## src/deq_pkg.sv

```systemverilog
// deq_pkg: types, sizes and codes for the double-ended queue
// used by deq_cell and double_ended_queue_unit
`timescale 1ns / 1ps

package deq_pkg;

    localparam int DEPTH   = 16;
    localparam int CNT_W   = $clog2(DEPTH + 1);
    localparam int WORD_W  = 32;
    localparam int FIELD_COUNT_W = 5;

    typedef logic signed [WORD_W-1:0] t_word;

    localparam logic [2:0] OP_PUSH_FRONT = 3'd0;
    localparam logic [2:0] OP_PUSH_BACK  = 3'd1;
    localparam logic [2:0] OP_POP_FRONT  = 3'd2;
    localparam logic [2:0] OP_POP_BACK   = 3'd3;
    localparam logic [2:0] OP_CLEAR      = 3'd4;
    localparam logic [2:0] OP_READ       = 3'd5;

    localparam logic [1:0] ST_OK    = 2'd0;
    localparam logic [1:0] ST_EMPTY = 2'd1;
    localparam logic [1:0] ST_FULL  = 2'd2;

    // what every cell of the row does at a clock edge
    typedef enum logic [2:0] {
        CMD_HOLD,
        CMD_PUSH_FRONT,
        CMD_PUSH_BACK,
        CMD_POP_FRONT,
        CMD_POP_BACK,
        CMD_CLEAR
    } t_cmd;

    // what a cell shows its neighbors
    typedef struct packed {
        logic  valid;
        t_word data;
    } t_link;

    typedef struct packed {
        logic [2:0] opcode;
        t_word      push_value;
    } t_in_item;

    typedef struct packed {
        t_word                    popped_value;
        t_word                    front_value;
        t_word                    back_value;
        logic [FIELD_COUNT_W-1:0] element_count;
        logic [1:0]               status;
    } t_out_item;

endpackage

```

## src/deq_cell.sv

```systemverilog
// deq_cell: one storage cell of the deque row, holds one word and its valid bit
// depends on deq_pkg
`timescale 1ns / 1ps

module deq_cell
    import deq_pkg::*;
(
    input  logic  i_clk,
    input  logic  i_rst_n,
    input  t_cmd  i_cmd,
    input  t_word i_push,
    input  t_link i_left,
    input  t_link i_right,
    output t_link o_link,
    output t_word o_back_tap
);

    logic  r_valid;
    logic  n_valid;
    t_word r_data;
    t_word n_data;

    always_comb begin
        n_valid = r_valid;
        n_data  = r_data;
        case (i_cmd)
            CMD_PUSH_FRONT: begin
                n_valid = i_left.valid;
                n_data  = i_left.data;
            end
            CMD_PUSH_BACK: begin
                // first empty cell takes the word
                if (!r_valid && i_left.valid) begin
                    n_valid = 1'b1;
                    n_data  = i_push;
                end
            end
            CMD_POP_FRONT: begin
                n_valid = i_right.valid;
                n_data  = i_right.data;
            end
            CMD_POP_BACK: begin
                n_valid = r_valid && i_right.valid;
            end
            CMD_CLEAR: begin
                n_valid = 1'b0;
            end
            default: begin
                n_valid = r_valid;
            end
        endcase
    end

    always_ff @(posedge i_clk) begin
        if (!i_rst_n) begin
            r_valid <= 1'b0;
        end else begin
            r_valid <= n_valid;
        end
    end

    always_ff @(posedge i_clk) begin
        r_data <= n_data;
    end

    assign o_link.valid = r_valid;
    assign o_link.data  = r_data;
    // last occupied cell drives the back word, all others give zero
    assign o_back_tap   = (r_valid && !i_right.valid) ? r_data : '0;

endmodule

```

## src/double_ended_queue_unit.sv

```systemverilog
// double_ended_queue_unit: deque built as a row of shifting cells, front at cell 0
// depends on deq_pkg and deq_cell
//
//  port       dir  handshake           word
//  i_item     in   i_start & !o_busy   t_in_item (opcode, push_value)
//  o_result   out  o_strobe            t_out_item (popped, ends, count, status)
//
//  one word per cycle: the cell row updates at the accepting edge and the result
//  is shown for the single following cycle, so o_busy stays low
//  push front and pop front shift the whole row by one cell in that cycle
//  synchronous active-low reset empties the row, no clearing pass is needed
//  results cannot be stalled, each strobe lasts exactly one cycle
`timescale 1ns / 1ps

module double_ended_queue_unit
    import deq_pkg::*;
(
    input  logic      i_clk,
    input  logic      i_rst_n,
    input  logic      i_start,
    input  t_in_item  i_item,
    output logic      o_busy,
    output logic      o_strobe,
    output t_out_item o_result
);

    t_link            links [DEPTH];
    t_word            taps  [DEPTH];
    t_cmd             cmd;
    logic             accept;
    logic             is_empty;
    logic             is_full;
    t_word            back_word;
    t_word            pop_word;
    logic [1:0]       status;

    logic             r_strobe;
    t_word            r_popped;
    logic [1:0]       r_status;
    logic [CNT_W-1:0] r_count;
    logic [CNT_W-1:0] n_count;

    assign accept   = i_start && !o_busy;
    assign is_empty = !links[0].valid;
    assign is_full  = links[DEPTH-1].valid;

    always_comb begin
        back_word = '0;
        for (int k = 0; k < DEPTH; k++) begin
            back_word = back_word | taps[k];
        end
    end

    always_comb begin
        cmd      = CMD_HOLD;
        status   = ST_OK;
        pop_word = '0;
        n_count  = r_count;
        case (i_item.opcode)
            OP_PUSH_FRONT, OP_PUSH_BACK: begin
                if (is_full) begin
                    status = ST_FULL;
                end else begin
                    cmd     = (i_item.opcode == OP_PUSH_FRONT) ? CMD_PUSH_FRONT
                                                                : CMD_PUSH_BACK;
                    n_count = r_count + CNT_W'(1);
                end
            end
            OP_POP_FRONT: begin
                if (is_empty) begin
                    status = ST_EMPTY;
                end else begin
                    cmd      = CMD_POP_FRONT;
                    pop_word = links[0].data;
                    n_count  = r_count - CNT_W'(1);
                end
            end
            OP_POP_BACK: begin
                if (is_empty) begin
                    status = ST_EMPTY;
                end else begin
                    cmd      = CMD_POP_BACK;
                    pop_word = back_word;
                    n_count  = r_count - CNT_W'(1);
                end
            end
            OP_CLEAR: begin
                cmd     = CMD_CLEAR;
                n_count = '0;
            end
            OP_READ: begin
                if (is_empty) begin
                    status = ST_EMPTY;
                end
            end
            default: begin
                cmd = CMD_HOLD;
            end
        endcase
        if (!accept) begin
            cmd     = CMD_HOLD;
            n_count = r_count;
        end
    end

    for (genvar g = 0; g < DEPTH; g++) begin : g_cell
        t_link left_in;
        t_link right_in;

        if (g == 0) begin : g_head
            assign left_in.valid = 1'b1;
            assign left_in.data  = i_item.push_value;
        end else begin : g_mid
            assign left_in = links[g-1];
        end

        if (g == DEPTH - 1) begin : g_tail
            assign right_in.valid = 1'b0;
            assign right_in.data  = '0;
        end else begin : g_body
            assign right_in = links[g+1];
        end

        deq_cell u_cell (
            .i_clk      (i_clk),
            .i_rst_n    (i_rst_n),
            .i_cmd      (cmd),
            .i_push     (i_item.push_value),
            .i_left     (left_in),
            .i_right    (right_in),
            .o_link     (links[g]),
            .o_back_tap (taps[g])
        );
    end

    always_ff @(posedge i_clk) begin
        if (!i_rst_n) begin
            r_strobe <= 1'b0;
            r_count  <= '0;
        end else begin
            r_strobe <= accept;
            r_count  <= n_count;
        end
    end

    always_ff @(posedge i_clk) begin
        if (accept) begin
            r_popped <= pop_word;
            r_status <= status;
        end
    end

    assign o_busy   = 1'b0;
    assign o_strobe = r_strobe;

    // ends are read from the row after the update
    assign o_result.popped_value  = r_popped;
    assign o_result.front_value   = links[0].valid ? links[0].data : '0;
    assign o_result.back_value    = back_word;
    assign o_result.element_count = FIELD_COUNT_W'(r_count);
    assign o_result.status        = r_status;

endmodule
```

## config.mk

```make
export PLATFORM = sky130hd
export DESIGN_NAME = double_ended_queue_unit
export DESIGN_NICKNAME = d
export VERILOG_FILES = /design/src/deq_pkg.sv /design/src/deq_cell.sv /design/src/double_ended_queue_unit.sv
export SDC_FILE = /design/constraint.sdc
export NUM_CORES = 1
export LEC_CHECK = 0
export BUFFER_PORTS_ARGS = -buffer_cell sky130_fd_sc_hd__clkbuf_2
export CAP_MARGIN = 20
export CORE_MARGIN = 8
export CORE_UTILIZATION = 62
export DETAILED_ROUTE_END_ITERATION = 12
export PLACE_DENSITY_LB_ADDON = 0.08
export SLEW_MARGIN = 20
export SYNTH_ARGS = -nofsm -noshare
export SYNTH_HDL_FRONTEND = slang
export SYNTH_SLANG_ARGS = --single-unit
```

## constraint.sdc

```tcl
create_clock -name i_clk -period 4 [get_ports i_clk]
set_input_delay 0.8 -clock i_clk [delete_from_list [all_inputs] [get_ports i_clk]]
set_output_delay 0.8 -clock i_clk [all_outputs]
set_load 0.02 [all_outputs]
```

==> metrics, run 1 <==
Site Rows=77; Via Count=21283; Die X=227 um; Post-DP Area=0.0292 mm2; CTS tree=built; Hold Vio Cnt, Final=0; Syn Area/Cell=14.2 um2; I/O Buffers=141; via density per instance=8.13; Synth top area share=59.1%; nets=2023; crit path time final=3900 ps; Final period util=97.5%; Crit. End Element=output pin; Synth Register Bits=568; Peak Freq=0.257 GHz; register area share after synthesis=60.7%; Critical path origin=g_cell[12].u_cell.r_valid; Initial DRT Pass Iterations=6; global-route wire length before repair=130000 um; Synth Flop Type=edfxtp_1; Layout Utilization=70.0%; Die Area=0.0517 mm2; fraction of layout cells with a size suffix above 1=19.5%; Synth Warn #=0; startpoint types=flip-flop; reg2reg setup slack=1070 ps; post-route cell area=0.0310 mm2; Hold Path Cell Cnt=2; Hold Path Origin=i_item[19]; non-filler cells, final=2618; Slew headroom=20.3%; largest area contributor in the netlist=edfxtp_1; Pleak=10.8 nW; hold slack=483 ps; Total GRT Usage=33.6%; post-CTS resize count=0; Sinks on Clock Net=568; worst reg2reg path depth=5; Pwr Density=444 mW/mm2; CTS buffer count=59; hold crit path type=in -> reg; Layout area overhead=11.7%; FF-to-FF End=g_cell[8].u_cell.r_data[3]; outcome=completed; Antenna Cells=0; area of the core=0.0442 mm2; largest net degree at the start of global routing=108; most frequent cell after synthesis=edfxtp_1; number of synthesized flops with an enable pin=546; Syn Nets=1995; reg2reg start=g_cell[7].u_cell.r_valid; die height=227 um; setup violators final=0; average wire per standard cell=33.9 um; Setup CP Type=reg -> out; most frequent cells after synthesis=546 x edfxtp_1, 448 x a221o_1, 168 x buf_2, 148 x a22o_1, 111 x a221oi_1; Mapped Cells=1953; DP HPWL=52600 um; Critical Path AT=3100 ps; worst skew pair latency=640 ps; number of max-cap violations=0; WP data required=3200 ps; ys async rst share=0%; count of different cell masters after synthesis=60; Fillers=3057; grt total ovfl=0; peak supply drop=377 uV; Synth area leaders=edfxtp_1 59%, a221o_1 16%, a22o_1 4.7%; drt first-iter violations=4238; WL final=88900 um; Slew @ Worst Pin=1190 ps; Synth Cell Area=0.0277 mm2; total negative slack=0 ps; Final GP Congestion=0.891; Routed Antenna Nets=0; crit path max fanout=21; DR DRC count=0; clk slew on worst S/H paths=60 ps; Root Buffer=clkbuf_16; post-CTS setup buffer count=0; Starting Density=62.7%; Boundary Pins=143; RSZ-0062 raised after global routing=false; initial antenna violation count=2; CTS H-tree lvls=2; vias in the first global route=20027; crit path to=o_result[20]; clk_skew=27.1 ps; Clock Path Buffers=3; placed cell count=2511; hold_buf cts=0; Slew Limit Fails=0
==> flip-flops by register name, summed over array words and instances (netlist names) <==
| register | flops |
|---|---|
| g_cell.u_cell.r_data | 512 |
| r_popped | 32 |
| g_cell.u_cell.r_valid | 16 |
| r_count | 5 |
| r_status | 2 |
| o_strobe | 1 |
==> worst min path at each step <==
stage / endpoint / slack, ps
2_1_floorplan: g_cell[12].u_cell.r_valid / 490
4_1_cts: g_cell[0].u_cell.r_data[19] / 460
5_1_grt: g_cell[0].u_cell.r_data[6] / 480
3_3_place_gp: r_count[4] / 510
6_report: g_cell[0].u_cell.r_data[19] / 480
3_5_place_dp: r_count[4] / 520
==> cell type report <==
cell class	instances	area [um2]	share of cell area, %
tap	592	741	2.39
sequential	568	16800	54.4
clock inverter	32	166	0.538
multi-input combinational	1104	9770	31.6
clock buffer	74	1570	5.08
inverter	10	37.5	0.121
timing repair buffer	238	1830	5.91
==> kinds of logic after synthesis <==
kind of cell / Yosys count / synth area share, %
multiplexers: 32 / 1.30
AO/OA/AOI/OAI: 850 / 28.2
AND/OR/NAND/NOR: 215 / 4.43
XOR/XNOR: 2 / 0.0632
buffers and inverters: 281 / 5.04
flip-flops: 568 / 60.7
other: 1 / 0.0135
adder cells (fa/ha/maj): 4 / 0.208
==> layout by cell type, fill, tap and decap left out, drive strengths merged, types with 2 or more instances in the layout <==
cell type / Yosys / final
edfxtp: 546 / 546
a221o: 448 / 448
nor2b: 21 / 21
a22o: 148 / 148
a31oi: 3 / 3
clkbuf: 77 / 215
a21oi: 13 / 13
o21a: 11 / 11
nand4: 29 / 29
nor4b: 2 / 2
clkinv: 0 / 29
and2: 37 / 37
and3b: 4 / 4
dfxtp: 22 / 22
nor2: 48 / 48
o311ai: 2 / 2
or3: 2 / 2
and2b: 2 / 2
buf: 194 / 97
a21boi: 4 / 4
inv: 10 / 11
ha: 3 / 3
a22oi: 27 / 27
o31ai: 3 / 3
o311a: 2 / 2
mux2: 32 / 32
nand3: 2 / 2
a211oi: 3 / 3
a221oi: 118 / 118
nand2b: 6 / 6
and4: 3 / 3
xnor2: 2 / 2
nand3b: 2 / 2
nand2: 16 / 16
o21ai: 20 / 20
a21o: 40 / 40
and3: 37 / 37
nor3b: 2 / 2
==> critical path: stages (launching register included) <==
cell	delay, ps
dfxtp_1	510
nor2b_4	850
buf_4	410
a22o_1	170
a221oi_1	40
nand4_1	260
clkbuf_2	220
==> power breakdown <==
group	internal (mW)	switching (mW)
clock network	2.81	2.33
registers	6.77	0.183
logic	0.622	1.02
==> per-stage QoR <==
stage               setup WS [ps]  total power, mW
CTS                           128             13.7
global route                 67.9             14.0
detailed placement            760             8.67
finish                        102             13.7
global placement              817             8.63
floorplan                     370             8.01
==> routing by layer <==
layer	track usage, %	routed length [um]
met5	0	0
met4	13.0	3650
met3	7.21	12200
met2	51.0	39900
met1	47.2	33100
(Power assumes the default switching activity.)
==> run 2, diff against run 1 <==
Settings changed: BUFFER_PORTS_ARGS -buffer_cell sky130_fd_sc_hd__clkbuf_2 to unset, CORE_UTILIZATION 62 to 64, DONT_BUFFER_PORTS set to 1.
==> run 2 against run 1 <==
Against the previous run: total power grew 0.48%; worst setup slack gained 210 ps; worst hold slack lost 190 ps; cell area shrank 2.7%; die area shrank 2.9%; critical path type unchanged; largest cell class unchanged; largest power group unchanged; highest routed layer unchanged.
==> metrics, run 2 (synthesis gave the netlist of run 1 again) <==
Crit. End Element=output pin; area of the core=0.0429 mm2; Slew @ Worst Pin=1080 ps; Boundary Pins=143; clk slew on worst S/H paths=60 ps; CTS tree=built; WL final=88500 um; Critical Path AT=2890 ps; nets=1857; largest registers=g_cell.u_cell.r_data: 512 flops, r_popped: 32 flops, g_cell.u_cell.r_valid: 16 flops; DP HPWL=50500 um; Peak Freq=0.271 GHz; total negative slack=0 ps; RSZ-0062 raised after global routing=false; Clock Path Buffers=3; Largest register FFs=512; Total GRT Usage=34.0%; Layout area overhead=8.71%; Comb pwr share=10.7%; Pleak=10.1 nW; hold crit path type=in -> reg; clk_skew=23.0 ps; grt total ovfl=0; most flop-heavy register=g_cell.u_cell.r_data; Post-DP Area=0.0283 mm2; fraction of layout cells with a size suffix above 1=12.5%; crit path time final=3690 ps; Slew headroom=28.2%; Root Buffer=clkbuf_16; initial antenna violation count=1; CTS H-tree lvls=2; post-route cell area=0.0301 mm2; setup violators final=0; peak supply drop=444 uV; commonest non-fill, non-tap cell in the layout=edfxtp_1; via density per instance=8.53; Clk pwr share=38.8%; commonest cells after routing, fill and taps aside=546 x edfxtp_1, 448 x a221o_1, 148 x a22o_1, 111 x a221oi_1, 58 x clkbuf_16; drt first-iter violations=3497; Antenna Cells=0; Site Rows=76; Final GP Congestion=0.879; Die X=224 um; Layout Utilization=70.3%; outcome=completed; Via Count=20862; switching pwr=3.48 mW; Setup CP Type=reg -> out; total power=13.8 mW; average wire per standard cell=36.2 um; Slew Limit Fails=0; Pwr Density=458 mW/mm2; worst skew pair latency=620 ps; post-CTS setup buffer count=0; global-route wire length before repair=130000 um; largest net degree at the start of global routing=153; Die Area=0.0502 mm2; non-filler cells, final=2445; WP data required=3200 ps; Routed Antenna Nets=0; number of max-cap violations=0; CTS buffer count=57; post-CTS resize count=0; die height=224 um; Hold Vio Cnt, Final=0; Initial DRT Pass Iterations=6; startpoint types=flip-flop; vias in the first global route=19639; DR DRC count=0; Final period util=92.3%; placed cell count=2340; hold_buf cts=0; I/O Buffers=0; sequential fraction of design power=50.6%; Starting Density=64.6%; Int Power=10.3 mW; Sinks on Clock Net=568; crit path max fanout=25; switching part of the total=25.2%
run 2: changes by cell type in the layout (fill, tap and decap cells not counted), moves of 3 or more:
cell / change
bufinv_16: +5
buf_4: -22
clkinvlp_4: +3
clkbuf_2: -141
clkbuf_8: -4
run 2: cell type report:
class / instances / area [um2]
clock buffers: 68 / 1490
clock inverters: 36 / 329
fillers: 2838 / 12700
inverters: 10 / 37.5
multi-input cells: 1104 / 9770
flip-flops and latches: 568 / 16800
well taps: 585 / 732
repair buffers: 74 / 938
run 2: power groups by stage:
stage,clock network (mW),logic (mW),registers [mW]
global placement,0,1.40,7.09
detailed placement,0,1.42,7.10
floorplan,0,0.984,7.03
finish,5.35,1.47,6.98
CTS,5.36,1.43,6.98
global route,5.58,1.52,7.00
run 2: critical path: stages, from the launching register on:
cell and delay (ps):
dfxtp_1 510, nor2b_4 860, buf_4 360, a22o_1 180, a221oi_1 50, nand4_1 310
run 2: path summary, 6_finish.rpt:
path | from | end | slack [ps] | cells past startpoint
max | g_cell[14].u_cell.r_valid | o_result[8] | 310 | 5
min | i_start | r_popped[17] | 290 | 0
max reg2reg | g_cell[15].u_cell.r_valid | g_cell[4].u_cell.r_data[28] | 1040 | 6
min reg2reg | g_cell[14].u_cell.r_data[11] | g_cell[15].u_cell.r_data[11] | 580 | 1
run 2: layer usage:
layer | track usage (%) | vias up | wire length [um]
li1 | - | 8279 | -
met1 | 47.5 | 10326 | 32400
met2 | 49.4 | 1901 | 38800
met3 | 8.96 | 356 | 12700
met4 | 16.2 | 0 | 4680
met5 | 0 | - | 0
run 2: stage by stage:
step,worst slack [ps],hold slack (ps)
detailed placement,886,570
global route,120,277
global placement,925,562
CTS,302,268
floorplan,370,494
finish,308,294
